## src/rtl/core/humidity_temperature_calibrator_core_assert.svh

```systemverilog
// ----------------------------------------------------------------------------
// Assertion macros for the humidity/temperature calibrator core
// Shorthand for the concurrent checks used in the RTL.
// ----------------------------------------------------------------------------
`ifndef HUMIDITY_TEMPERATURE_CALIBRATOR_CORE_ASSERT_SVH
`define HUMIDITY_TEMPERATURE_CALIBRATOR_CORE_ASSERT_SVH

// Same-cycle implication.
`define HTC_ASSERT_IMPLY(label, clk, rst, ante, cons, msg) \
   label: assert property (@(posedge clk) disable iff (rst) (ante) |-> (cons)) \
      else $error(msg);

// Next-cycle implication.
`define HTC_ASSERT_NEXT(label, clk, rst, ante, cons, msg) \
   label: assert property (@(posedge clk) disable iff (rst) (ante) |=> (cons)) \
      else $error(msg);

`endif

```

## src/rtl/core/htc_pkg.sv

```systemverilog
// ----------------------------------------------------------------------------
// htc_pkg
// Widths, register codes and pipeline types of the calibrator core.
// ----------------------------------------------------------------------------
package htc_pkg;

   localparam int RAW_W      = 16;              // raw readings
   localparam int DIFF_W     = RAW_W + 1;       // difference of two raw readings
   localparam int HUM_PT_W   = 8;               // humidity point, half percent
   localparam int PT_W       = 10;              // point width common to both lanes
   localparam int SPAN_W     = PT_W + 4;        // 8 * (p1 - p0), signed
   localparam int BASE_W     = PT_W + 3;        // 8 * p0
   localparam int PROD_W     = DIFF_W + SPAN_W; // span * (x - x0), signed
   localparam int NUM_W      = 30;              // |numerator| bound
   localparam int DEN_W      = 16;              // |denominator| bound
   localparam int DIV_STAGES = NUM_W;           // one quotient bit per stage
   localparam int HUM_OUT_W  = 11;
   localparam int SUM_W      = 32;
   localparam int CSR_IDX_W  = 3;

   localparam logic [HUM_OUT_W-1:0] HUM_MAX_X16 = 11'd1600;
   localparam logic [RAW_W-1:0]     TEMP_MAX    = 16'h7FFF;
   localparam logic [RAW_W-1:0]     TEMP_MIN    = 16'h8000;

   typedef enum logic [CSR_IDX_W-1:0] {
      CSR_HUM_POINT0  = 3'd0,
      CSR_HUM_POINT1  = 3'd1,
      CSR_HUM_RAW0    = 3'd2,
      CSR_HUM_RAW1    = 3'd3,
      CSR_TEMP_POINT0 = 3'd4,
      CSR_TEMP_POINT1 = 3'd5,
      CSR_TEMP_RAW0   = 3'd6,
      CSR_TEMP_RAW1   = 3'd7
   } csr_index_type;

   // One lane's item inside the divider: partial remainder, numerator bits
   // shifting out while quotient bits shift in, and the sideband.
   typedef struct packed {
      logic [DEN_W-1:0]  rem;
      logic [NUM_W-1:0]  nq;
      logic [DEN_W-1:0]  den;
      logic              neg;
      logic              bad;
      logic [BASE_W-1:0] base;
   } div_data_type;

endpackage

```

## src/rtl/core/htc_div.sv

```systemverilog
// ----------------------------------------------------------------------------
// htc_div
// Pipelined restoring divider, unsigned magnitudes, one quotient bit a stage.
// ----------------------------------------------------------------------------
module htc_div (
   input  logic                  clock,
   input  logic                  reset,
   input  logic                  advance,
   input  logic                  in_valid,
   input  htc_pkg::div_data_type in_data,
   output logic                  out_valid,
   output htc_pkg::div_data_type out_data
);

   logic                  valid_ff [htc_pkg::DIV_STAGES];
   htc_pkg::div_data_type data_ff  [htc_pkg::DIV_STAGES];

   for (genvar s = 0; s < htc_pkg::DIV_STAGES; s++) begin : g_stage
      htc_pkg::div_data_type       src;
      htc_pkg::div_data_type       data_in;
      logic                        src_valid;
      logic [htc_pkg::DEN_W:0]     trial;
      logic [htc_pkg::DEN_W:0]     trial_sub;
      logic                        ge;

      if (s == 0) begin : g_first
         assign src       = in_data;
         assign src_valid = in_valid;
      end else begin : g_rest
         assign src       = data_ff[s-1];
         assign src_valid = valid_ff[s-1];
      end

      always_comb begin
         trial        = {src.rem, src.nq[htc_pkg::NUM_W-1]};
         trial_sub    = trial - {1'b0, src.den};
         ge           = (trial >= {1'b0, src.den});
         data_in      = src;
         data_in.rem  = ge ? trial_sub[htc_pkg::DEN_W-1:0] : trial[htc_pkg::DEN_W-1:0];
         data_in.nq   = {src.nq[htc_pkg::NUM_W-2:0], ge};
      end

      always_ff @(posedge clock) begin
         if (reset) begin
            valid_ff[s] <= 1'b0;
         end else if (advance) begin
            valid_ff[s] <= src_valid;
         end
      end

      always_ff @(posedge clock) begin
         if (advance) begin
            data_ff[s] <= data_in;
         end
      end
   end

   assign out_valid = valid_ff[htc_pkg::DIV_STAGES-1];
   assign out_data  = data_ff[htc_pkg::DIV_STAGES-1];

endmodule

```

## config.mk

```make
export PLATFORM = sky130hd
export DESIGN_NAME = htc_div
export DESIGN_NICKNAME = d
export VERILOG_FILES = /design/src/rtl/core/humidity_temperature_calibrator_core_assert.svh /design/src/rtl/core/htc_pkg.sv /design/src/rtl/core/htc_div.sv
export SDC_FILE = /design/constraint.sdc
export NUM_CORES = 2
export LEC_CHECK = 0
export ABC_AREA = 1
export BUFFER_PORTS_ARGS = -buffer_cell sky130_fd_sc_hd__clkbuf_2
export CAP_MARGIN = 10
export CORE_MARGIN = 1.5
export CORE_UTILIZATION = 40
export DETAILED_ROUTE_END_ITERATION = 16
export PLACE_DENSITY = 0.57
export SLEW_MARGIN = 20
export SYNTH_ARGS = -nofsm -noshare
export SYNTH_HDL_FRONTEND = slang
export SYNTH_SLANG_ARGS = --single-unit
```

## constraint.sdc

```tcl
create_clock -name clock -period 2.1 [get_ports clock]
set_input_delay 0.315 -clock clock [delete_from_list [all_inputs] [get_ports clock]]
set_output_delay 0.315 -clock clock [all_outputs]
set_load 0.1 [all_outputs]
```

==> results.yml <==
clock_network:
  htree_levels: 5
  cts.sinks: 2340
  cts_tree: "built"
  cts-root-buf: "clkbuf_16"
  cts_buffer_depth: 4
  clock_latency_ns: 0.88
  cts_made_buffers: 267
  clk_pin_slew_ns: 0.06
grt:
  grt.total_usage: 0.186
  busiest_layer: "met2"
  grt_use_met1: 0.253
  met3_usage: 0.0222
  grt_first_pass_wirelength_um: 413000
  globalRouteMet2Util: 0.309
  grt_pass1_vias: 76100
  grt_max_degree: 76
  gr-total-overflow: 0
  antenna_found_initial: 3
finish:
  utilization: 0.540
  fin_nets: 13400
  drive_gt1_frac: 0.297
  area_growth_pct: 33.8
timing:
  slew_headroom: 0.614
  fin_ws_ns: -0.0560
  setup_tns_ns: -0.786
  hold_viol: 0
  finalSetupViolCount: 35
  final_max_slew_viol_count: 0
  finalCritPeriodShare: 1.03
  finalClockSkew_ns: 0.0384
  tightest_slew_ns: 0.579
  max_freq_ghz: 0.464
  rsz0062_at_grt: "yes"
  min_period_ns: 2.16
routing:
  dr.pass1.iters: 6
  drt.antenna.violating_nets: 0
  via_per_inst: 4.72
  drtIter0Drc: 5420
  drc_errors: 0
  totalWireLength_um: 277000
  vias: 78900
  routedWlPerCell_um: 16.6
yosys:
  netlist_instances: 10700
  synth_xor_area_frac: 0.0146
  synth_compound_area_frac: 0.0157
  syn_nets: 11300
  yosysTopAreaCell: "edfxtp_1"
  synthAdderAreaFrac: 0.0597
  synth_top_area_share: 0.635
  synth_top_flop_cell: "edfxtp_1"
  ys_types: 42
  async_flop_share: 0
  synthSimpleGateAreaFrac: 0.203
  synth.top_cells.by_area: "edfxtp_1, nand2_1, inv_1"
  ys_warn_count: 0
  synth_mux_area_frac: 0
  synth_edf_count: 2340
  synth_top_family_by_area: "simple AND/OR/NAND/NOR gates"
  ys_seq_area_frac: 0.635
  netlist_area_um2: 111000
  synth_seq_cells: 2340
  postSynthAreaPerCell_um2: 10.3
critical_path:
  critPathCaptureType: "register"
  critPathMostFrequentCell: "nand2_1"
  crit_fanout: 7
  path_delay_family: "simple AND/OR/NAND/NOR gates"
  slowest_delay_ns: 0.49
  worst-path-buf-inv: 2
  critPathSlowestCell: "edfxtp_1"
  path_class: "reg2reg"
  cp_cell_sequence: "ha_4 -> nand2_4 -> nor2_2 -> nand3_2 -> nand3_2 -> nand2_1 -> nand2_2 -> clkinvlp_4 -> buf_12 -> nand2_1 -> nand2_1"
  cp-start-kind: "register"
  required_ns: 2.73
  cp_data_arrival_time_ns: 2.78
status:
  violations: "setup timing"
  status: "complete, but fails checks"
flow_run:
  cap_violations: 0
worst_hold_path:
  hp-class: "in2reg"
die:
  die-area_um2: 280000
  start_util: 0.403
  die_h_um: 529
  die_w_um: 529
  pin_count: 159
  rows: 192
  core-area_um2: 275000
placed_design:
  dp_slack_ns: -0.579
  dp_hpwl_um: 193000
  io_buffers: 158
  place_congestion: 0.906
pwr:
  leakage_nw: 66.6
  vdd_ir_drop_max_v: 0.000716
  powerDensity_nw_per_um2: 1410
==> Yosys cell counts (12+ instances only) <==
library cell and number:
fa_1 30, and3_1 12, nand2_4 25, nand3b_1 68
xor2_1 142, nand4_1 122, edfxtp_1 2340, o21ai_0 18
and2_1 26, nor2_2 14, o21bai_1 19, nor2_4 23
nor3_1 88, nand2_2 39, nand3_2 12, nand2_1 3651
buf_4 17, ha_1 480, nor2_1 417, nand3_1 779
or2_2 25, buf_2 43, inv_1 1908, xnor2_1 43
buf_6 31, o21a_1 21, a21oi_1 260
==> state kept, by name, summed over array words and instances (netlist names) <==
name      count
valid_ff     30
data_ff    2310
==> metrics by stage <==
step           cell area [um2]  hold WS [ns]  cells  total power, mW
6_report                148000         0.152  16700              209
5_1_grt                 148000         0.104  16700              222
4_1_cts                 138000        0.0684  16300              194
3_5_place_dp            125000         0.405  15600              141
3_3_place_gp            125000         0.400  15600              141
2_1_floorplan           111000         0.400  10700              112
==> kinds of logic after synthesis <==
kind of cell,after synthesis
compound gates,326
xor+xnor,185
simple gates,5317
buf+inv,2024
fa+ha+maj,510
flops,2340
==> power breakdown <==
part	internal [mW]	total, mW	switching [mW]
Clock	27.1	46.3	19.1
Sequential	62.1	68.3	6.21
Combinational	41.4	94.0	52.6
==> repair_timing <==
| item | in CTS | in global routing |
|---|---|---|
| endpoints found under the setup margin | 399 | 474 |
| pin swaps | 78 | 444 |
| hold buffers | 81 | 0 |
| endpoints found under the hold margin | 145 | 0 |
| cloned | 8 | 39 |
| setup buffers | 137 | 358 |
| gates resized for setup | 407 | 1432 |
==> routing by layer <==
layer,wire length [um],share of wire,vias to the layer above
met2,132000,0.48,1644
met4,9250,0.033,0
met5,0,0,-
li1,-,-,39300
met3,10900,0.039,517
met1,125000,0.45,37500
==> placed cells by master (no fill, tap or decap), types with 172 or more instances in the layout <==
cell	netlist	routed
nand3_1	779	597
a21oi_1	260	208
nor2_1	417	305
clkbuf_16	0	285
nand2_1	3651	3184
ha_4	0	348
buf_4	17	1498
inv_1	1908	1709
nand3_2	12	172
inv_2	6	197
nand2_2	39	407
edfxtp_1	2340	2340
==> layout make-up <==
class	instances	area (um2)
antenna	2	5.00
clock buffer	314	6960
clock inverter	158	1730
fill	23800	126000
inverter	1914	7210
multi-input combinational	6365	41200
sequential	2340	70300
tap	3686	4610
timing repair buffer	1931	16100
==> path summary, 6_finish.rpt <==
path,startpoint,endpoint,slack (ns),cells after the start
max,data_ff[11][68]$_DFFE_PP_,data_ff[12][75]$_DFFE_PP_,-0.06,11
min reg2reg,data_ff[22][47]$_DFFE_PP_,data_ff[23][48]$_DFFE_PP_,0.40,0
min,in_data[57],data_ff[0][58]$_DFFE_PP_,0.15,2
max reg2reg,data_ff[11][68]$_DFFE_PP_,data_ff[12][75]$_DFFE_PP_,-0.06,11
Power figures use the tool's default switching activity.
