## config.mk

```make
export PLATFORM = sky130hd
export DESIGN_NAME = htc_prep
export DESIGN_NICKNAME = d
export VERILOG_FILES = /design/src/rtl/core/humidity_temperature_calibrator_core_assert.svh /design/src/rtl/core/htc_pkg.sv /design/src/rtl/core/htc_prep.sv
export SDC_FILE = /design/constraint.sdc
export NUM_CORES = 1
export LEC_CHECK = 0
export BUFFER_PORTS_ARGS = -buffer_cell sky130_fd_sc_hd__buf_2
export CAP_MARGIN = 20
export CORE_MARGIN = 1
export CORE_UTILIZATION = 45
export DETAILED_ROUTE_END_ITERATION = 8
export PLACE_DENSITY = 0.67
export SKIP_LAST_GASP = 1
export SYNTH_ARGS = -nofsm -noshare
export SYNTH_HDL_FRONTEND = slang
export SYNTH_SLANG_ARGS = --single-unit
export TNS_END_PERCENT = 1
```

## constraint.sdc

```tcl
create_clock -name clock -period 5.3 [get_ports clock]
set_input_delay 0.53 -clock clock [delete_from_list [all_inputs] [get_ports clock]]
set_output_delay 0.53 -clock clock [all_outputs]
set_load 0.02 [all_outputs]
```

## src/rtl/core/humidity_temperature_calibrator_core_assert.svh

```systemverilog
// ----------------------------------------------------------------------------
// Assertion macros for the humidity/temperature calibrator core
// Shorthand for the concurrent checks used in the RTL.
// ----------------------------------------------------------------------------
`ifndef HUMIDITY_TEMPERATURE_CALIBRATOR_CORE_ASSERT_SVH
`define HUMIDITY_TEMPERATURE_CALIBRATOR_CORE_ASSERT_SVH

// Same-cycle implication.
`define HTC_ASSERT_IMPLY(label, clk, rst, ante, cons, msg) \
   label: assert property (@(posedge clk) disable iff (rst) (ante) |-> (cons)) \
      else $error(msg);

// Next-cycle implication.
`define HTC_ASSERT_NEXT(label, clk, rst, ante, cons, msg) \
   label: assert property (@(posedge clk) disable iff (rst) (ante) |=> (cons)) \
      else $error(msg);

`endif

```

## src/rtl/core/htc_pkg.sv

```systemverilog
// ----------------------------------------------------------------------------
// htc_pkg
// Widths, register codes and pipeline types of the calibrator core.
// ----------------------------------------------------------------------------
package htc_pkg;

   localparam int RAW_W      = 16;              // raw readings
   localparam int DIFF_W     = RAW_W + 1;       // difference of two raw readings
   localparam int HUM_PT_W   = 8;               // humidity point, half percent
   localparam int PT_W       = 10;              // point width common to both lanes
   localparam int SPAN_W     = PT_W + 4;        // 8 * (p1 - p0), signed
   localparam int BASE_W     = PT_W + 3;        // 8 * p0
   localparam int PROD_W     = DIFF_W + SPAN_W; // span * (x - x0), signed
   localparam int NUM_W      = 30;              // |numerator| bound
   localparam int DEN_W      = 16;              // |denominator| bound
   localparam int DIV_STAGES = NUM_W;           // one quotient bit per stage
   localparam int HUM_OUT_W  = 11;
   localparam int SUM_W      = 32;
   localparam int CSR_IDX_W  = 3;

   localparam logic [HUM_OUT_W-1:0] HUM_MAX_X16 = 11'd1600;
   localparam logic [RAW_W-1:0]     TEMP_MAX    = 16'h7FFF;
   localparam logic [RAW_W-1:0]     TEMP_MIN    = 16'h8000;

   typedef enum logic [CSR_IDX_W-1:0] {
      CSR_HUM_POINT0  = 3'd0,
      CSR_HUM_POINT1  = 3'd1,
      CSR_HUM_RAW0    = 3'd2,
      CSR_HUM_RAW1    = 3'd3,
      CSR_TEMP_POINT0 = 3'd4,
      CSR_TEMP_POINT1 = 3'd5,
      CSR_TEMP_RAW0   = 3'd6,
      CSR_TEMP_RAW1   = 3'd7
   } csr_index_type;

   // One lane's item inside the divider: partial remainder, numerator bits
   // shifting out while quotient bits shift in, and the sideband.
   typedef struct packed {
      logic [DEN_W-1:0]  rem;
      logic [NUM_W-1:0]  nq;
      logic [DEN_W-1:0]  den;
      logic              neg;
      logic              bad;
      logic [BASE_W-1:0] base;
   } div_data_type;

endpackage

```

## src/rtl/core/htc_prep.sv

```systemverilog
// ----------------------------------------------------------------------------
// htc_prep
// Three front stages of one lane: differences, product, magnitudes.
// ----------------------------------------------------------------------------
module htc_prep (
   input  logic                             clock,
   input  logic                             reset,
   input  logic                             advance,
   input  logic                             in_valid,
   input  logic signed [htc_pkg::RAW_W-1:0] x,
   input  logic signed [htc_pkg::RAW_W-1:0] x0,
   input  logic signed [htc_pkg::RAW_W-1:0] x1,
   input  logic        [htc_pkg::PT_W-1:0]  p0,
   input  logic        [htc_pkg::PT_W-1:0]  p1,
   output logic                             out_valid,
   output htc_pkg::div_data_type            out_data
);

   // stage 1
   logic                               v1_ff;
   logic signed [htc_pkg::DIFF_W-1:0]  diff_ff,  diff_in;
   logic signed [htc_pkg::DIFF_W-1:0]  den_ff,   den_in;
   logic signed [htc_pkg::SPAN_W-1:0]  span_ff,  span_in;
   logic        [htc_pkg::BASE_W-1:0]  base1_ff, base1_in;
   logic                               bad1_ff,  bad1_in;
   logic signed [htc_pkg::PT_W:0]      pdiff;

   // stage 2
   logic                               v2_ff;
   logic signed [htc_pkg::PROD_W-1:0]  prod_ff,    prod_in;
   logic        [htc_pkg::DEN_W-1:0]   den_mag_ff, den_mag_in;
   logic                               den_neg_ff, den_neg_in;
   logic        [htc_pkg::BASE_W-1:0]  base2_ff;
   logic                               bad2_ff;
   logic        [htc_pkg::DIFF_W-1:0]  den_abs;

   // stage 3
   logic                               v3_ff;
   htc_pkg::div_data_type              entry_ff, entry_in;
   logic        [htc_pkg::PROD_W-1:0]  prod_mag;

   always_comb begin
      diff_in  = {x[htc_pkg::RAW_W-1], x} - {x0[htc_pkg::RAW_W-1], x0};
      den_in   = {x1[htc_pkg::RAW_W-1], x1} - {x0[htc_pkg::RAW_W-1], x0};
      pdiff    = {1'b0, p1} - {1'b0, p0};
      span_in  = {pdiff, 3'b000};
      base1_in = {p0, 3'b000};
      bad1_in  = (x1 == x0);
   end

   always_comb begin
      prod_in    = diff_ff * span_ff;
      den_neg_in = den_ff[htc_pkg::DIFF_W-1];
      den_abs    = den_neg_in ? -den_ff : den_ff;
      den_mag_in = den_abs[htc_pkg::DEN_W-1:0];
   end

   always_comb begin
      prod_mag      = prod_ff[htc_pkg::PROD_W-1] ? -prod_ff : prod_ff;
      entry_in.rem  = '0;
      entry_in.nq   = prod_mag[htc_pkg::NUM_W-1:0];
      entry_in.den  = den_mag_ff;
      // sign of a truncating quotient
      entry_in.neg  = prod_ff[htc_pkg::PROD_W-1] ^ den_neg_ff;
      entry_in.bad  = bad2_ff;
      entry_in.base = base2_ff;
   end

   always_ff @(posedge clock) begin
      if (reset) begin
         v1_ff <= 1'b0;
         v2_ff <= 1'b0;
         v3_ff <= 1'b0;
      end else if (advance) begin
         v1_ff <= in_valid;
         v2_ff <= v1_ff;
         v3_ff <= v2_ff;
      end
   end

   always_ff @(posedge clock) begin
      if (advance) begin
         diff_ff    <= diff_in;
         den_ff     <= den_in;
         span_ff    <= span_in;
         base1_ff   <= base1_in;
         bad1_ff    <= bad1_in;
         prod_ff    <= prod_in;
         den_mag_ff <= den_mag_in;
         den_neg_ff <= den_neg_in;
         base2_ff   <= base1_ff;
         bad2_ff    <= bad1_ff;
         entry_ff   <= entry_in;
      end
   end

   assign out_valid = v3_ff;
   assign out_data  = entry_ff;

endmodule

```

==> results.md <==
- Slew @ Worst Pin: 0.9144 ns
- Row count: 67
- CTS max path bufs: 2
- Clk slew on worst S/H paths: 0.07 ns
- Max-slew headroom: 39.04%
- Final setup violating endpoints: 0
- Tcrit/Tclk final: 96.87%
- Clock Skews: 0.01184 ns
- Pin count of the biggest net entering global routing: 100
- Worst-path cell chain: clkbuf_2, and2_1, fa_1, fa_1, fa_1, fa_1, inv_1, fa_1, inv_1, ha_1, a21o_1, a31oi_1, nand3_1, o2bb2ai_2, o21bai_1, xor2_1
- GRT overflow: 0
- Hpwl dp: 24890 µm
- Yosys cell types: 71
- H-tree depth: 4
- Drt wl/cell: 14.90 µm
- Hold crit path type: in2reg
- Detail Route Antenna Nets: 0
- Global-route wire length before repair: 50660 µm
- CTS tree: built
- DIE AREA: 34600 µm²
- Final-report hold violation count: 0
- # IOs: 150
- Core ar.: 33450 µm²
- Fmax: 0.1948 GHz
- CP max FO: 6
- Critical path data required time: 5.50 ns
- Critical path's slowest cell: fa_1
- CP top delay family: adder cells
- Clock root buffer: clkbuf_16
- CP bufs+invs: 3
- # Max-Cap Violations: 0
- Async SR Flop Fraction: 0%
- Crit. End Element: flip-flop
- Yosys synthesis warning count: 0
- Via count of the first global-routing pass: 10460
- #FFs+latches synth: 170
- Slew Viols, Final: 0
- CTS Hold Bufs: 0
- Outcome: finished, final reports clean
- DR iter-0 viols: 467
- Starting Density: 45.55%
- Initial DRT Pass Iterations: 5
- Ys flop type: edfxtp_1
- Layout Nets: 1976
- Syn-to-layout area delta: 15.67%
- Commonest non-fill, non-tap cell in the layout: inv_1
- Number of synthesized flops with an enable pin: 167
- Detailed Route WL: 31130 µm
- Layout cell share with drive strength beyond 1: 17.32%
- Worst stage delay on the critical path: 0.54 ns
- Tot GR Track Use: 18.97%
- Hold slack: 0.2635 ns
- DIE WIDTH: 186.0 µm
- Via-to-Cell Ratio: 4.986
- DR vias: 10416
- Critical Path AT: 5.33 ns
- Fill count: 2928
- Final core occ: 52.69%
- Clk sink count: 170
- Initial antenna violation count: 0
- Clk Latency, worst-skew pair: 0.46 ns
- Crit Path Category: reg2reg
- Most frequent cells in the layout: 270 x inv_1, 172 x fa_1, 167 x edfxtp_1
- Cell mode on critical path: fa_1
- Num CTS Buffers: 17
- Seq/Total Area, Yosys: 33.31%
- Remaining DRCs: 0
- RSZ-0062 raised after global routing: yes
- Crit path launch type: flip-flop
- Synthesized instance count: 1438
- Synthesized area per cell: 10.60 µm²
- Input/output buffers: 127
- Die height: 186.0 µm
- GPL Wtd Cong: 0.8920
- Synthesized cell area: 15240 µm²
- Fin crit period: 5.134 ns
cells by family after synthesis:
| logic type | after synthesis | share of synthesized area (%) |
|---|---|---|
| compound gates | 194 | 8.730 |
| simple gates | 365 | 12.02 |
| flops | 170 | 33.31 |
| xor+xnor | 94 | 5.404 |
| buf+inv | 332 | 8.861 |
| mux | 5 | 0.3285 |
| fa+ha+maj | 277 | 31.32 |
| other cells | 1 | 0.02461 |
timing repair:
item                                    in CTS  in global routing
resized for setup                            0                 34
buffers inserted                             1                 16
endpoints found under the setup margin       1                 13
pin swaps                                    0                  9
through the flow:
step | instance area, µm² | setup slack, ns | instances | setup TNS [ns]
floorplan | 15310 | 0.07778 | 1459 | 0
global placement | 16750 | 0.1050 | 2039 | 0
global route | 17620 | -0.02762 | 2088 | -0.06595
CTS | 17350 | 0.02849 | 2072 | 0
finish | 17620 | 0.1658 | 2089 | 0
detailed placement | 16750 | 0.009405 | 2039 | 0
metal layers:
metal  wire, µm  GRT usage (%)  up-vias
met2      14990          31.52      295
met4        666          6.885        0
met3       1622          3.894       40
li1           -              -     5003
met5          0              0        -
met1      13850          24.43     5078
worst reg2reg max path: cells and delay by family (launching register included):
| family | cells | cell delay, ns |
|---|---|---|
| adders and majority gates | 6 | 2.88 |
| AOI/OAI and AO/OA | 4 | 0.72 |
| DFF | 1 | 0.49 |
| and+or+nand+nor | 2 | 0.35 |
| buffers and inverters | 3 | 0.31 |
| xor gates and xnor gates | 1 | 0.14 |
flip-flops by register name, indices dropped and copies added, names as in the netlist, 10 cells and up:
register    cells
out_data       55
prod_ff        28
den_ff         17
diff_ff        17
den_mag_ff     16
span_ff        11
base1_ff       10
base2_ff       10
cell usage after synthesis, drive strengths merged, types with 3 or more instances:
cell / n / area share (%)
o311ai: 3 / 0.17
o31a: 3 / 0.17
o21a: 14 / 0.69
fa: 174 / 23
or3: 7 / 0.29
xor2: 22 / 1.3
or4: 3 / 0.17
nand3b: 4 / 0.20
o211ai: 8 / 0.39
and3: 5 / 0.24
clkbuf: 38 / 1.1
buf: 24 / 1.1
edfxtp: 167 / 33
o41ai: 6 / 0.59
o2111ai: 3 / 0.17
inv: 270 / 6.7
dfxtp: 3 / 0.39
o31ai: 10 / 0.53
a21oi: 39 / 1.4
and2: 78 / 3.2
o21ai: 49 / 1.7
xnor2: 72 / 4.1
ha: 103 / 8.5
nor2: 64 / 1.6
o21bai: 5 / 0.25
nand4: 5 / 0.21
nor4: 4 / 0.16
nor2b: 15 / 0.62
nand2: 133 / 3.3
a211oi: 9 / 0.44
a31oi: 11 / 0.45
nand3: 8 / 0.26
mux2i: 5 / 0.33
nor3: 16 / 0.59
nand2b: 14 / 0.57
nor4b: 3 / 0.27
a21o: 16 / 0.79
final timing paths:
check                startpoint            to  slack (ns)  cells after the start
setup / recovery     diff_ff[7]   prod_ff[25]        0.17                     16
setup reg to reg     diff_ff[7]   prod_ff[25]        0.17                     16
hold / removal            reset         v2_ff        0.26                      2
hold reg to reg   den_mag_ff[4]  out_data[19]        0.42                      0
final cells by class:
| class | instances | area [µm²] | share of cell area (%) |
|---|---|---|---|
| multi-input combinational | 957 | 9031 | 51.25 |
| timing repair buffer | 211 | 1346 | 7.639 |
| clock buffer | 19 | 432.9 | 2.457 |
| clock inverter | 13 | 161.4 | 0.9159 |
| sequential | 170 | 5075 | 28.80 |
| antenna | 1 | 2.502 | 0.01420 |
| tap | 448 | 560.5 | 3.181 |
| inverter | 270 | 1013 | 5.751 |
Power is not shown: default switching activity piles up to over one toggle a cycle in this logic, so the estimate is an artifact.
