==> config.mk <==
export PLATFORM = sky130hd
export DESIGN_NAME = htc_post
export DESIGN_NICKNAME = d
export VERILOG_FILES = /design/src/rtl/core/humidity_temperature_calibrator_core_assert.svh /design/src/rtl/core/htc_pkg.sv /design/src/rtl/core/htc_post.sv
export SDC_FILE = /design/constraint.sdc
export NUM_CORES = 1
export LEC_CHECK = 0
export CORE_MARGIN = 4
export CORE_UTILIZATION = 62
export CTS_CLUSTER_DIAMETER = 150
export DETAILED_ROUTE_END_ITERATION = 12
export DONT_BUFFER_PORTS = 1
export PLACE_DENSITY_LB_ADDON = 0.12
export SETUP_SLACK_MARGIN = 0.15
export SYNTH_ARGS = -nofsm -noshare
export SYNTH_HDL_FRONTEND = slang
export SYNTH_SLANG_ARGS = --single-unit
==> constraint.sdc <==
create_clock -name clock -period 6.5 [get_ports clock]
set_input_delay 0.325 -clock clock [delete_from_list [all_inputs] [get_ports clock]]
set_output_delay 0.325 -clock clock [all_outputs]
set_load 0.05 [all_outputs]
==> src/rtl/core/humidity_temperature_calibrator_core_assert.svh <==
// ----------------------------------------------------------------------------
// Assertion macros for the humidity/temperature calibrator core
// Shorthand for the concurrent checks used in the RTL.
// ----------------------------------------------------------------------------
`ifndef HUMIDITY_TEMPERATURE_CALIBRATOR_CORE_ASSERT_SVH
`define HUMIDITY_TEMPERATURE_CALIBRATOR_CORE_ASSERT_SVH

// Same-cycle implication.
`define HTC_ASSERT_IMPLY(label, clk, rst, ante, cons, msg) \
   label: assert property (@(posedge clk) disable iff (rst) (ante) |-> (cons)) \
      else $error(msg);

// Next-cycle implication.
`define HTC_ASSERT_NEXT(label, clk, rst, ante, cons, msg) \
   label: assert property (@(posedge clk) disable iff (rst) (ante) |=> (cons)) \
      else $error(msg);

`endif

==> src/rtl/core/htc_pkg.sv <==
// ----------------------------------------------------------------------------
// htc_pkg
// Widths, register codes and pipeline types of the calibrator core.
// ----------------------------------------------------------------------------
package htc_pkg;

   localparam int RAW_W      = 16;              // raw readings
   localparam int DIFF_W     = RAW_W + 1;       // difference of two raw readings
   localparam int HUM_PT_W   = 8;               // humidity point, half percent
   localparam int PT_W       = 10;              // point width common to both lanes
   localparam int SPAN_W     = PT_W + 4;        // 8 * (p1 - p0), signed
   localparam int BASE_W     = PT_W + 3;        // 8 * p0
   localparam int PROD_W     = DIFF_W + SPAN_W; // span * (x - x0), signed
   localparam int NUM_W      = 30;              // |numerator| bound
   localparam int DEN_W      = 16;              // |denominator| bound
   localparam int DIV_STAGES = NUM_W;           // one quotient bit per stage
   localparam int HUM_OUT_W  = 11;
   localparam int SUM_W      = 32;
   localparam int CSR_IDX_W  = 3;

   localparam logic [HUM_OUT_W-1:0] HUM_MAX_X16 = 11'd1600;
   localparam logic [RAW_W-1:0]     TEMP_MAX    = 16'h7FFF;
   localparam logic [RAW_W-1:0]     TEMP_MIN    = 16'h8000;

   typedef enum logic [CSR_IDX_W-1:0] {
      CSR_HUM_POINT0  = 3'd0,
      CSR_HUM_POINT1  = 3'd1,
      CSR_HUM_RAW0    = 3'd2,
      CSR_HUM_RAW1    = 3'd3,
      CSR_TEMP_POINT0 = 3'd4,
      CSR_TEMP_POINT1 = 3'd5,
      CSR_TEMP_RAW0   = 3'd6,
      CSR_TEMP_RAW1   = 3'd7
   } csr_index_type;

   // One lane's item inside the divider: partial remainder, numerator bits
   // shifting out while quotient bits shift in, and the sideband.
   typedef struct packed {
      logic [DEN_W-1:0]  rem;
      logic [NUM_W-1:0]  nq;
      logic [DEN_W-1:0]  den;
      logic              neg;
      logic              bad;
      logic [BASE_W-1:0] base;
   } div_data_type;

endpackage

==> src/rtl/core/htc_post.sv <==
// ----------------------------------------------------------------------------
// htc_post
// Signs the quotients, adds the base points, clamps and holds the result.
// ----------------------------------------------------------------------------
module htc_post (
   input  logic                             clock,
   input  logic                             reset,
   input  logic                             advance,
   input  logic                             in_valid,
   input  htc_pkg::div_data_type            hum_data,
   input  htc_pkg::div_data_type            temp_data,
   output logic                             out_valid,
   output logic [htc_pkg::HUM_OUT_W-1:0]    humidity_x16,
   output logic signed [htc_pkg::RAW_W-1:0] temperature_x64,
   output logic                             hum_cal_bad,
   output logic                             temp_cal_bad,
   output logic                             temp_saturated
);

   logic                             valid_ff;
   logic [htc_pkg::HUM_OUT_W-1:0]    hum_ff,      hum_in;
   logic [htc_pkg::RAW_W-1:0]        temp_ff,     temp_in;
   logic                             hum_bad_ff;
   logic                             temp_bad_ff;
   logic                             temp_sat_ff, temp_sat_in;

   logic signed [htc_pkg::NUM_W:0]   hum_q, temp_q;
   logic signed [htc_pkg::SUM_W-1:0] hum_sum, temp_sum;
   logic        [htc_pkg::SUM_W-1:0] temp_sum_u;

   always_comb begin
      hum_q  = hum_data.neg  ? -$signed({1'b0, hum_data.nq})  : $signed({1'b0, hum_data.nq});
      temp_q = temp_data.neg ? -$signed({1'b0, temp_data.nq}) : $signed({1'b0, temp_data.nq});
      hum_sum  = $signed({{(htc_pkg::SUM_W-htc_pkg::BASE_W){1'b0}}, hum_data.base})
               + $signed({{(htc_pkg::SUM_W-htc_pkg::NUM_W-1){hum_q[htc_pkg::NUM_W]}}, hum_q});
      temp_sum = $signed({{(htc_pkg::SUM_W-htc_pkg::BASE_W){1'b0}}, temp_data.base})
               + $signed({{(htc_pkg::SUM_W-htc_pkg::NUM_W-1){temp_q[htc_pkg::NUM_W]}}, temp_q});
      temp_sum_u = temp_sum;

      if (hum_data.bad || hum_sum[htc_pkg::SUM_W-1]) begin
         hum_in = '0;
      end else if (hum_sum > $signed({{(htc_pkg::SUM_W-htc_pkg::HUM_OUT_W){1'b0}},
                                      htc_pkg::HUM_MAX_X16})) begin
         hum_in = htc_pkg::HUM_MAX_X16;
      end else begin
         hum_in = hum_sum[htc_pkg::HUM_OUT_W-1:0];
      end

      if (temp_data.bad) begin
         temp_in     = '0;
         temp_sat_in = 1'b0;
      end else if (temp_sum > $signed({{(htc_pkg::SUM_W-htc_pkg::RAW_W){1'b0}},
                                       htc_pkg::TEMP_MAX})) begin
         temp_in     = htc_pkg::TEMP_MAX;
         temp_sat_in = 1'b1;
      end else if (temp_sum < $signed({{(htc_pkg::SUM_W-htc_pkg::RAW_W){1'b1}},
                                       htc_pkg::TEMP_MIN})) begin
         temp_in     = htc_pkg::TEMP_MIN;
         temp_sat_in = 1'b1;
      end else begin
         temp_in     = temp_sum_u[htc_pkg::RAW_W-1:0];
         temp_sat_in = 1'b0;
      end
   end

   always_ff @(posedge clock) begin
      if (reset) begin
         valid_ff <= 1'b0;
      end else if (advance) begin
         valid_ff <= in_valid;
      end
   end

   always_ff @(posedge clock) begin
      if (advance) begin
         hum_ff      <= hum_in;
         temp_ff     <= temp_in;
         hum_bad_ff  <= hum_data.bad;
         temp_bad_ff <= temp_data.bad;
         temp_sat_ff <= temp_sat_in;
      end
   end

   assign out_valid       = valid_ff;
   assign humidity_x16    = hum_ff;
   assign temperature_x64 = temp_ff;
   assign hum_cal_bad     = hum_bad_ff;
   assign temp_cal_bad    = temp_bad_ff;
   assign temp_saturated  = temp_sat_ff;

endmodule

==> results.py, run 1 <==
metrics = {
    "run_status": {
        "status": "finished, final reports clean",
    },
    "clocking": {
        "htreeDepth": 2,
        "clock_sinks": 31,
        "numCtsBuffers": 5,
        "cts_tree": "built",
        "clk_latency_ns": 0.29,
        "clock-root-buffer": "clkbuf_8",
        "cts.clk_slew.worst_paths_ns": 0.07,
        "cts_setup_buffers": 0,
        "post_cts_resized": 0,
        "postCtsHoldBufs": 0,
        "clockBufferDepth": 2,
    },
    "worst_setup_path": {
        "worstPathRequired_ns": 6.55,
        "cp_num_buf_inv": 1,
        "worstPathArrival_ns": 4.87,
        "cp_cell_sequence": "inv_1 -> ha_1 -> nor3b_1 -> nand3_1 -> o41ai_1 -> xnor2_1 -> ha_1 -> and3_1 -> a21boi_0 -> or2_2 -> or3_1 -> a32o_1 -> or4b_4 -> o31a_1",
        "crit_slowest_cell": "or4b_4",
        "crit_top_cell": "ha_1",
        "crit_family": "simple AND/OR/NAND/NOR gates",
        "reg2reg_slack_ns": 5.56,
        "start_kind": "input pin",
        "end_kind": "flip-flop",
        "critPathKind": "in -> reg",
        "max_stage_delay_ns": 0.62,
        "cp_max_fo": 11,
    },
    "global_routing": {
        "grt_max_degree": 53,
        "grt_pass1_wl_um": 23130,
        "grt_antenna_before_repair": 0,
        "track_usage_pct": 27.51,
        "grt.overflow.total": 0,
        "grt_pass1_vias": 5065,
    },
    "power": {
        "seqPwrFrac_pct": 37.7,
        "vdd_drop_max_mv": 0.1016,
        "power.share.combinational_pct": 42.5,
        "p_int_uw": 462.2,
        "switching_share_pct": 42.10,
        "power_switching_uw": 336.1,
        "p_leak_nw": 1.836,
        "p_clk_share_pct": 19.9,
        "power_density_nw_per_um2": 147.5,
        "total_power_uw": 798.3,
    },
    "routing": {
        "routed_wl_um": 14280,
        "via_per_inst": 6.811,
        "dr.pass1.iters": 5,
        "drtIter0Drc": 229,
        "routedWlPerCell_um": 18.50,
        "num_vias": 5258,
        "ant_nets": 0,
        "route.detailed.drc": 0,
    },
    "synthesis": {
        "yosys_warnings": 0,
        "synth_area_um2": 5336,
        "syn-num-nets": 882,
        "async_flop_share_pct": 0,
        "synth_cell_type_count": 75,
        "syn_inst": 694,
        "syn_avg_cell_area_um2": 7.689,
        "synth_edf_count": 30,
        "ys_ff_latch": 31,
        "ys_seq_area_share_pct": 17.26,
        "synth_flop_cell": "edfxtp_1",
    },
    "placement": {
        "postPlaceCellArea_um2": 5319,
        "numPortBuffers": 0,
        "gp_congestion": 0.9476,
        "dp_hpwl_um": 11540,
    },
    "cells_and_area": {
        "syn_to_final_growth_pct": 1.407,
        "design_area_um2": 5411,
        "layout-drive-gt1-share_pct": 4.648,
        "num-fill-cells": 723,
        "antennaDiodeCount": 0,
        "mostFrequentLayoutCell": "nand2_1",
        "layout_common_cells": "67 x nand2_1, 56 x xnor2_1, 36 x a21oi_1, 34 x o21ai_0, 34 x nor2_1",
        "nNetsFinal": 854,
        "fin_util_pct": 65.20,
    },
    "die": {
        "start_util_pct": 64.30,
        "pin_count": 189,
        "die_x_um": 100.8,
        "core_um2": 8299,
        "die_height_um": 100.8,
        "rows": 33,
        "die_area_um2": 10160,
    },
    "timing": {
        "setup_tns_ns": 0,
        "max-slew-margin-rel_pct": 29.33,
        "clock_skew_ns": 0,
        "fin_crit_ns": 4.825,
        "fmax_ghz": 0.2073,
        "hold_viol_final": 0,
        "setup_violations": 0,
        "tightest_slew_ns": 1.055,
        "rsz0062_at_grt": "false",
        "whs_ns": 0.09118,
        "drv_slew": 0,
        "period_share_pct": 74.22,
    },
    "flow_run": {
        "cap_violations": 0,
    },
    "min_path": {
        "holdCritPathClass": "in -> reg",
    },
}
==> routing by layer <==
layer  wire length, um  vias to the layer above  GRT usage, %  part of all wire, %
met4               307                        0         7.876                  2.1
met2              7220                      202         50.38                   51
li1                  -                     2620             -                    -
met5                 0                        -             0                    0
met3              1150                       35         5.882                  8.1
met1              5603                     2401         31.96                   39
==> stage by stage <==
stage,std cells,worst slack (ns)
2_1_floorplan,694,1.461
3_3_place_gp,764,1.409
3_5_place_dp,764,1.418
4_1_cts,772,1.708
5_1_grt,772,1.155
6_report,772,1.676
==> final timing paths <==
| check | start | to | cells after the start |
|---|---|---|---|
| worst max-delay path | hum_data[32] | humidity_x16[10]$_SDFFCE_PP0P_ | 14 |
| worst min-delay path | reset | out_valid$_SDFFE_PP0P_ | 1 |
| worst max register to register | out_valid$_SDFFE_PP0P_ | out_valid$_SDFFE_PP0P_ | 2 |
| worst min register to register | out_valid$_SDFFE_PP0P_ | out_valid$_SDFFE_PP0P_ | 2 |
==> power by group through the flow <==
stage	Sequential [mW]	Clock [mW]	Combinational, mW
finish	0.301	0.158	0.339
global route	0.302	0.170	0.380
CTS	0.301	0.159	0.335
detailed placement	0.306	0	0.333
global placement	0.305	0	0.324
floorplan	0.301	0	0.292
==> flip-flops by register name, indices dropped and copies added (netlist names) <==
register / flops
hum_cal_bad: 1
humidity_x16: 11
out_valid: 1
temp_cal_bad: 1
temp_saturated: 1
temperature_x64: 16
==> cell usage after synthesis (3+ instances only) <==
cell | count | area share, %
or3_1 | 10 | 1.2
edfxtp_1 | 30 | 17
a21oi_1 | 36 | 3.4
a41oi_1 | 3 | 0.49
and3_1 | 6 | 0.70
a31o_2 | 5 | 0.82
o31ai_1 | 25 | 3.5
a21o_1 | 13 | 1.8
nand2b_1 | 12 | 1.4
nor2_1 | 34 | 2.4
o41ai_1 | 10 | 1.6
o21bai_1 | 3 | 0.42
a31oi_1 | 14 | 1.6
mux2i_1 | 6 | 1.1
clkbuf_1 | 25 | 1.8
or4_1 | 15 | 2.1
xnor2_1 | 56 | 9.2
o211ai_1 | 5 | 0.70
o2111ai_1 | 3 | 0.49
or2_2 | 5 | 0.59
a41o_1 | 4 | 0.75
nand2_1 | 67 | 4.7
nand4b_1 | 3 | 0.49
and4_1 | 3 | 0.49
o31a_1 | 7 | 1.1
ha_1 | 28 | 6.6
nand3_1 | 19 | 1.8
o21a_1 | 3 | 0.42
nand3b_1 | 6 | 0.84
a211oi_1 | 24 | 3.4
buf_2 | 5 | 0.47
o21ai_0 | 34 | 3.2
nor4_1 | 19 | 2.2
nor2b_1 | 4 | 0.47
inv_1 | 28 | 2.0
nor3_1 | 27 | 2.5
nor4b_1 | 4 | 0.66
buf_1 | 3 | 0.21
xor2_1 | 32 | 5.3
nand4_1 | 12 | 1.4
o21ai_1 | 3 | 0.28
==> cells by family (layout without fill, tap and decap cells) <==
group,Yosys count,in the layout,synth area share (%)
compound gates,213,213,27.95
simple gates,261,261,26.78
flops,31,31,17.26
fa+ha+maj,30,30,7.315
xor+xnor,89,89,14.75
mux,6,6,1.125
buf+inv,64,37,4.830
==> layout make-up <==
type,count,area [um^2],share of cell area [%]
Multi-Input combinational cell,599,4158,76.83
Tap cell,105,131.4,2.428
Sequential cell,31,920.9,17.02
Inverter,29,108.9,2.012
Clock inverter,3,23.77,0.4393
Clock buffer,5,68.82,1.272
==> worst reg2reg max path: cells and delay by family, from the launching register on <==
kind          cells  cell delay, ns
simple gates      1            0.10
mux               1            0.14
flops             1            0.65
Note: power is estimated with default switching activity, not from simulation.
==> run 2, diff against run 1 <==
--- a/config.mk
+++ b/config.mk
@@ -6,7 +6,7 @@
 export NUM_CORES = 1
 export LEC_CHECK = 0
 export CORE_MARGIN = 4
-export CORE_UTILIZATION = 62
+export CORE_UTILIZATION = 60
 export CTS_CLUSTER_DIAMETER = 150
 export DETAILED_ROUTE_END_ITERATION = 12
 export DONT_BUFFER_PORTS = 1
==> constraint.sdc (replaced) <==
create_clock -name clock -period 4.34 [get_ports clock]
set_input_delay 0.217 -clock clock [delete_from_list [all_inputs] [get_ports clock]]
set_output_delay 0.217 -clock clock [all_outputs]
set_load 0.05 [all_outputs]
==> results.py, run 2 (same netlist as run 1, synthesis figures left out) <==
metrics = {
    "run_status": {
        "status": "finished, final reports clean",
    },
    "routing": {
        "dr.pass1.iters": 5,
        "routed_wl_um": 14900,
        "drtIter0Drc": 255,
        "via_per_inst": 6.801,
        "route.detailed.drc": 0,
        "routedWlPerCell_um": 18.30,
        "num_vias": 5536,
        "ant_nets": 0,
    },
    "clocking": {
        "clock-root-buffer": "clkbuf_8",
        "htreeDepth": 2,
        "clock_sinks": 31,
        "cts.clk_slew.worst_paths_ns": 0.07,
        "cts_tree": "built",
        "clk_latency_ns": 0.29,
        "clockBufferDepth": 2,
        "numCtsBuffers": 5,
    },
    "die": {
        "pin_count": 189,
        "start_util_pct": 61.49,
        "die_height_um": 102.3,
        "core_um2": 8678,
        "die_area_um2": 10470,
        "rows": 34,
        "die_x_um": 102.3,
    },
    "timing": {
        "max-slew-margin-rel_pct": 54.72,
        "drv_slew": 0,
        "fin_crit_ns": 4.039,
        "tightest_slew_ns": 0.6770,
        "hold_viol_final": 0,
        "setup_violations": 0,
        "setup_tns_ns": 0,
        "fmax_ghz": 0.2476,
        "clock_skew_ns": 0,
        "period_share_pct": 93.06,
        "rsz0062_at_grt": "false",
    },
    "cells_and_area": {
        "largest_reg_flops": 16,
        "design_area_um2": 5766,
        "layout-drive-gt1-share_pct": 10.76,
        "nNetsFinal": 893,
        "syn_to_final_growth_pct": 8.042,
        "antennaDiodeCount": 0,
        "stdcell_count": 814,
        "fin_util_pct": 66.44,
        "layout_common_cells": "67 x nand2_1, 56 x xnor2_1, 37 x buf_4, 36 x a21oi_1, 33 x nor2_1",
        "mostFrequentLayoutCell": "nand2_1",
    },
    "worst_setup_path": {
        "start_kind": "input pin",
        "cp_max_fo": 8,
        "worstPathArrival_ns": 4.15,
        "worstPathRequired_ns": 4.45,
        "end_kind": "flip-flop",
        "critPathKind": "in -> reg",
        "rr_worst_depth": 2,
    },
    "power": {
        "power_density_nw_per_um2": 211.2,
        "p_leak_nw": 2.035,
        "total_power_mw": 1.218,
        "vdd_drop_max_mv": 0.1252,
    },
    "placement": {
        "dp_hpwl_um": 12170,
        "postPlaceCellArea_um2": 5655,
        "gp_congestion": 0.9159,
        "post-place-cells": 805,
        "numPortBuffers": 0,
    },
    "global_routing": {
        "grt_antenna_before_repair": 0,
        "grt.overflow.total": 0,
        "grt_max_degree": 53,
        "grt_pass1_wl_um": 23660,
        "grt_pass1_vias": 5167,
        "track_usage_pct": 27.43,
    },
    "min_path": {
        "whs_path_depth": 0,
        "holdCritPathClass": "in -> reg",
    },
    "flow_run": {
        "cap_violations": 0,
    },
}
## run 2: through the flow
stage          setup WS [ns]  hold slack, ns
2_1_floorplan        0.06731          0.2894
3_3_place_gp         0.04360          0.2915
3_5_place_dp        -0.01921          0.2948
4_1_cts               0.2796         0.01560
5_1_grt               0.1890        0.009713
6_report              0.3013         0.02031
## run 2: power by group
part | internal, mW | switching, mW | total, mW
sequential | 0.357 | 0.0932 | 0.451
combinational | 0.247 | 0.302 | 0.549
clock | 0.112 | 0.106 | 0.218
## run 2: per-layer routing
layer	GRT usage, %	vias to the layer above	share of wire [%]
met4	7.568	0	1.8
li1	-	2703	-
met5	0	-	0
met2	50.87	256	51
met3	5.461	29	8.3
met1	31.88	2548	39
## run 2: what timing repair did
action                                 in CTS  in global routing
setup endpoints to repair                   0                 16
setup buffers                               0                  0
gates resized for setup                     0                  3
hold buffers                                1                  0
endpoints found under the hold margin       1                  0
## run 2: worst paths after layout
| check | start | endpoint | slack (ns) |
|---|---|---|---|
| worst min register to register | out_valid$_SDFFE_PP0P_ | out_valid$_SDFFE_PP0P_ | 0.80 |
| worst max register to register | out_valid$_SDFFE_PP0P_ | out_valid$_SDFFE_PP0P_ | 3.38 |
| worst min-delay path | temp_data[13] | temp_cal_bad$_DFFE_PP_ | 0.02 |
| worst max-delay path | hum_data[36] | humidity_x16[4]$_SDFFCE_PP0P_ | 0.30 |
## run 2: cell type report
type	count	area (um^2)
multi-input combinational	599	4208
fill	741	2913
clock inverter	2	12.51
sequential	31	920.9
timing repair buffer	39	307.8
inverter	29	108.9
clock buffer	6	72.57
tap	108	135.1
## run 2: critical path, cell delays in order
cell	delay (ns)
or4_4	0.58
or3_4	0.39
o31ai_4	0.23
xnor2_1	0.11
ha_1	0.38
and3_1	0.21
a21boi_0	0.48
o21ai_2	0.16
nor4b_4	0.31
a211oi_1	0.11
or4b_4	0.58
buf_4	0.18
nor3_1	0.20
